**src/hw/rtl/text_console_with_pointer_core_macros.svh**
```systemverilog
// Assertion macros for the text console core.
// Included by the top level, which checks its own logic; no other dependencies.
`ifndef TEXT_CONSOLE_WITH_POINTER_CORE_MACROS_SVH
`define TEXT_CONSOLE_WITH_POINTER_CORE_MACROS_SVH
`ifndef ASSERT_OFF
`define TCP_ASSERT(name, clk, rst_n, prop, msg) \
  name: assert property (@(posedge clk) disable iff (!rst_n) prop) else $error(msg);
`define TCP_ASSERT_ALWAYS(name, clk, prop, msg) \
  name: assert property (@(posedge clk) prop) else $error(msg);
`else
`define TCP_ASSERT(name, clk, rst_n, prop, msg)
`define TCP_ASSERT_ALWAYS(name, clk, prop, msg)
`endif
`endif

```
**src/hw/rtl/tcp_pkg.sv**
```systemverilog
// Shared types, request codes and constants of the text console core.
// No dependencies.
package tcp_pkg;

  localparam int DEF_SCREEN_COLUMNS = 80;
  localparam int DEF_SCREEN_ROWS    = 25;

  localparam int COL_W  = 7;
  localparam int ROW_W  = 5;
  localparam int CELL_W = 16;

  localparam logic [1:0] REQ_PRINT = 2'd0;
  localparam logic [1:0] REQ_MOVE  = 2'd1;
  localparam logic [1:0] REQ_CLEAR = 2'd2;
  localparam logic [1:0] REQ_READ  = 2'd3;

  localparam logic [2:0] OP_NOP       = 3'd0;
  localparam logic [2:0] OP_PRINT     = 3'd1;
  localparam logic [2:0] OP_NEWLINE   = 3'd2;
  localparam logic [2:0] OP_MOVE      = 3'd3;
  localparam logic [2:0] OP_CLEAR     = 3'd4;
  localparam logic [2:0] OP_READ      = 3'd5;
  localparam logic [2:0] OP_READ_ZERO = 3'd6;

  localparam logic [7:0] CHAR_NUL     = 8'h00;
  localparam logic [7:0] CHAR_NEWLINE = 8'h0A;
  localparam logic [7:0] CHAR_SPACE   = 8'h20;

  localparam logic [COL_W-1:0] PTR_COL_RST = 7'd40;
  localparam logic [ROW_W-1:0] PTR_ROW_RST = 5'd12;

  typedef struct packed {
    logic [1:0]        req_type;
    logic [7:0]        char_code;
    logic signed [7:0] move_dx;
    logic signed [7:0] move_dy;
    logic [COL_W-1:0]  read_column;
    logic [ROW_W-1:0]  read_row;
  } tcp_in_t;

  typedef struct packed {
    logic [CELL_W-1:0] cell_value;
    logic [COL_W-1:0]  cursor_column;
    logic [ROW_W-1:0]  cursor_row;
    logic [COL_W-1:0]  pointer_column;
    logic [ROW_W-1:0]  pointer_row;
  } tcp_out_t;

  typedef struct packed {
    logic [2:0]        op;
    logic [7:0]        char_code;
    logic signed [7:0] move_dx;
    logic signed [7:0] move_dy;
    logic [COL_W-1:0]  rd_col;
    logic [ROW_W-1:0]  rd_row;
  } tcp_cmd_t;

  typedef struct packed {
    logic init_busy;
  } tcp_stat_t;

endpackage

```
**src/hw/rtl/tcp_front.sv**
```systemverilog
// Front end: accepts requests, decodes them into commands and queues them.
// Depends on tcp_pkg.
module tcp_front import tcp_pkg::*; #(
  parameter int SCREEN_COLUMNS = DEF_SCREEN_COLUMNS,
  parameter int SCREEN_ROWS    = DEF_SCREEN_ROWS
) (
  input  logic      clk,
  input  logic      rst_n,
  input  logic      in_valid,
  output logic      in_stall,
  input  tcp_in_t   in_data,
  input  tcp_stat_t stat,
  output logic      cmd_valid,
  output tcp_cmd_t  cmd,
  input  logic      cmd_pop
);

  localparam logic [COL_W:0] COLS_X = (COL_W+1)'(SCREEN_COLUMNS);
  localparam logic [ROW_W:0] ROWS_X = (ROW_W+1)'(SCREEN_ROWS);

  tcp_cmd_t   q_r [2];
  logic       wr_ptr_r, wr_ptr_nxt;
  logic       rd_ptr_r, rd_ptr_nxt;
  logic [1:0] cnt_r, cnt_nxt;
  tcp_cmd_t   dec;
  logic       push;
  logic       pop;

  always_comb begin
    dec.char_code = in_data.char_code;
    dec.move_dx   = in_data.move_dx;
    dec.move_dy   = in_data.move_dy;
    dec.rd_col    = in_data.read_column;
    dec.rd_row    = in_data.read_row;
    case (in_data.req_type)
      REQ_PRINT: begin
        if (in_data.char_code == CHAR_NUL) begin
          dec.op = OP_NOP;
        end else if (in_data.char_code == CHAR_NEWLINE) begin
          dec.op = OP_NEWLINE;
        end else begin
          dec.op = OP_PRINT;
        end
      end
      REQ_MOVE:  dec.op = OP_MOVE;
      REQ_CLEAR: dec.op = OP_CLEAR;
      REQ_READ: begin
        if ({1'b0, in_data.read_column} < COLS_X && {1'b0, in_data.read_row} < ROWS_X) begin
          dec.op = OP_READ;
        end else begin
          dec.op = OP_READ_ZERO;
        end
      end
      default: dec.op = OP_NOP;
    endcase
  end

  assign in_stall  = (cnt_r == 2'd2) || stat.init_busy;
  assign push      = in_valid && !in_stall;
  assign pop       = cmd_pop && (cnt_r != 2'd0);
  assign cmd_valid = (cnt_r != 2'd0);
  assign cmd       = q_r[rd_ptr_r];

  always_comb begin
    wr_ptr_nxt = push ? !wr_ptr_r : wr_ptr_r;
    rd_ptr_nxt = pop ? !rd_ptr_r : rd_ptr_r;
    cnt_nxt    = cnt_r + {1'b0, push} - {1'b0, pop};
  end

  always_ff @(posedge clk) begin
    if (!rst_n) begin
      wr_ptr_r <= 1'b0;
      rd_ptr_r <= 1'b0;
      cnt_r    <= 2'd0;
    end else begin
      wr_ptr_r <= wr_ptr_nxt;
      rd_ptr_r <= rd_ptr_nxt;
      cnt_r    <= cnt_nxt;
    end
  end

  always_ff @(posedge clk) begin
    if (push) begin
      q_r[wr_ptr_r] <= dec;
    end
  end

endmodule

```
**config.mk**
```make
export PLATFORM = sky130hd
export DESIGN_NAME = tcp_front
export DESIGN_NICKNAME = d
export VERILOG_FILES = /design/src/hw/rtl/text_console_with_pointer_core_macros.svh /design/src/hw/rtl/tcp_pkg.sv /design/src/hw/rtl/tcp_front.sv
export SDC_FILE = /design/constraint.sdc
export NUM_CORES = 1
export LEC_CHECK = 0
export BUFFER_PORTS_ARGS = -buffer_cell sky130_fd_sc_hd__buf_4
export CAP_MARGIN = 25
export CORE_MARGIN = 2
export CORE_UTILIZATION = 50
export CTS_CLUSTER_DIAMETER = 150
export DETAILED_ROUTE_END_ITERATION = 10
export HOLD_SLACK_MARGIN = 0.1
export PLACE_DENSITY = 0.76
export SLEW_MARGIN = 30
export SYNTH_ARGS = -nofsm -noshare
export SYNTH_HDL_FRONTEND = slang
export SYNTH_SLANG_ARGS = --single-unit
```
**constraint.sdc**
```tcl
create_clock -name clk -period 5.35 [get_ports clk]
set_input_delay 1.07 -clock clk [delete_from_list [all_inputs] [get_ports clk]]
set_output_delay 1.07 -clock clk [all_outputs]
set_load 0.1 [all_outputs]
```
==> reports/results.ini <==
[timing]
clock.fmax_mhz = 359
fin_setup_tns_ns = 0
fin_crit_ns = 2.78
finalMaxSlewViolations = 0
relSlewSlack = 0.648
hold_viol_final = 0
rsz0062_at_grt = no
finalSetupViolations = 0
clock_skew_ns = 0.00464
worst_slew_pin_slew_ns = 0.528
fin_crit_sh = 0.520

[worst_setup_path]
cp-end-kind = output port
crit_arrival_ns = 1.71
cp_data_required_time_ns = 4.28
rr_worst_depth = 8
critPathKind = input port to output port
startpoint_type = input port
r2r_slack_ns = 3.38
cp_max_fo = 4

[floorplanning]
fp.dieH_um = 83.3
coreArea_um2 = 5990
dieWidth_um = 83.3
row_count = 28
die_area_um2 = 6940
start_util = 0.525
io_pins = 84

[power_and_ir_drop]
p_comb_frac = 0.446
power.leakage_nw = 1.54
p_switching_mw = 1.05
p_int_mw = 1.29
powerDensity_nw_per_um2 = 571
peakVddDrop_uv = 437
clockPowerShare = 0.196
seqPwrFrac = 0.357
switching_share = 0.449

[worst_hold_path]
hp-class = flip-flop to flip-flop
hold_depth = 2

[global_route]
grt_pass1_vias = 1672
grt_max_degree = 40
grt_antenna_before_repair = 0
grt_pass1_wl_mm = 8.09
track_usage = 0.156
grt_remaining_overflow = 0

[job]
maxCapViolCount = 0

[detailed_routing]
wl_mm = 5.20
ant_nets = 0
drt_first_pass_iters = 6
drc = 0
drtIter0Drc = 95
avgViaCountPerCell = 4.98
wl_per_cell_um = 15.6
routed-via-count = 1663

[synth]
synth_most_common_cell = edfxtp_1
ys_top_cells_by_count = edfxtp_1 (78), mux2_2 (39), inv_1 (6)
netlist.area_leader.share = 0.744
synth_ff_type = edfxtp_1
yosysWarnings = 0
synth.area.top_cells = edfxtp_1 (74%), mux2_2 (14%), dfxtp_1 (3.2%)
synth_edf_count = 78
ys_seq_area_frac = 0.776
synthArstFlopShare = 0
synth_top_area_cell = edfxtp_1
syn_inst = 163
ys_ff_latch = 83
netlist_area_um2 = 3150
synth_cell_types = 28
syn_avg_cell_area_um2 = 19.3
syn_nets = 208

[clocking]
cts_sinks = 83
cts_root_buf = clkbuf_8
cts.htree.levels = 3
ctsResizeCount = 0
cts_tree = built
clk-insertion-delay-late_ns = 0.34
clock_path_buffers = 2
cts_buffers = 9
post_cts_buffers = 0
clkTransAtPathRegs_ns = 0.07
ctsHoldBuffers = 0

[placed_design]
hpwl_mm = 3.48
place_area_um2 = 3900
place.gp.congestion = 0.717
place.port_buffers = 83
dp.cells = 319

[cells_and_area]
num_antenna_cells = 0
final_cells = 334
drive_gt1_frac = 0.571
final_nets = 300
finalInstanceArea_um2 = 4100
fill_cells = 421
synthToLayoutAreaGrowth_pct = 30.4

[run_status]
status = completed

stage by stage:
step	hold slack, ns	power, mW	setup slack (ns)	util
finish	0.489	2.34	2.57	0.685
detailed placement	0.489	1.90	2.56	0.650
floorplan	0.461	1.70	1.68	-
global placement	0.485	1.89	2.35	0.643
CTS	0.499	2.36	2.27	0.685
global route	0.536	2.42	2.49	0.685
critical path, stage by stage:
cell	delay (ns)
buf_4	0.12
or2_2	0.29
buf_4	0.23
layer usage:
layer,track usage,wire length [um]
met4,0.0626,23
met2,0.257,2690
met5,0,0
met1,0.188,2200
met3,0.0537,285
layout by cell type, fill, tap and decap left out, types with 2 or more instances in the layout:
master	synthesis	layout
xnor2_1	2	2
clkbuf_8	0	9
o21ai_0	2	2
ha_1	2	2
a31oi_1	2	2
mux2_2	39	39
clkinv_2	0	2
bufinv_16	0	2
edfxtp_1	78	78
nor2_1	5	4
inv_1	6	6
buf_4	1	84
or2_2	2	2
dfxtp_1	5	4
cell families (layout without fill, tap and decap cells):
logic type	Yosys count	count (layout)	synth area share
flops	83	83	0.776
mux	39	39	0.140
simple gates	15	15	0.0310
buf+inv	11	107	0.0155
compound gates	10	10	0.0215
xor+xnor	3	3	0.00835
fa+ha+maj	2	2	0.00795
flip-flops by register name (all words and copies together) (netlist names), named ones only:
register	cells
q_r	78
cnt_r	2
rd_ptr_r	1
wr_ptr_r	1
power by group through the flow:
stage	Combinational, mW	Sequential, mW	Clock, mW
after floorplan	0.892	0.804	0
after global placement	1.04	0.850	0
after detailed placement	1.05	0.852	0
after CTS	1.05	0.838	0.467
after global routing	1.07	0.848	0.498
final	1.05	0.837	0.459
final cells by class:
cell class	count	area [um2]	share of cell area
flip-flops and latches	83	2450	0.596
repair buffers	86	673	0.164
multi-input cells	69	663	0.162
clock buffers	9	124	0.0302
well taps	75	93.8	0.0229
clock inverters	6	81.3	0.0198
inverters	6	22.5	0.00549
worst paths after layout:
path / from / to
worst max-delay path: stat / in_stall
worst min-delay path: wr_ptr_r$_SDFFE_PN0P_ / wr_ptr_r$_SDFFE_PN0P_
worst max register to register: cnt_r[1]$_SDFF_PN0_ / cnt_r[1]$_SDFF_PN0_
worst min register to register: wr_ptr_r$_SDFFE_PN0P_ / wr_ptr_r$_SDFFE_PN0P_
(Power assumes the default switching activity.)
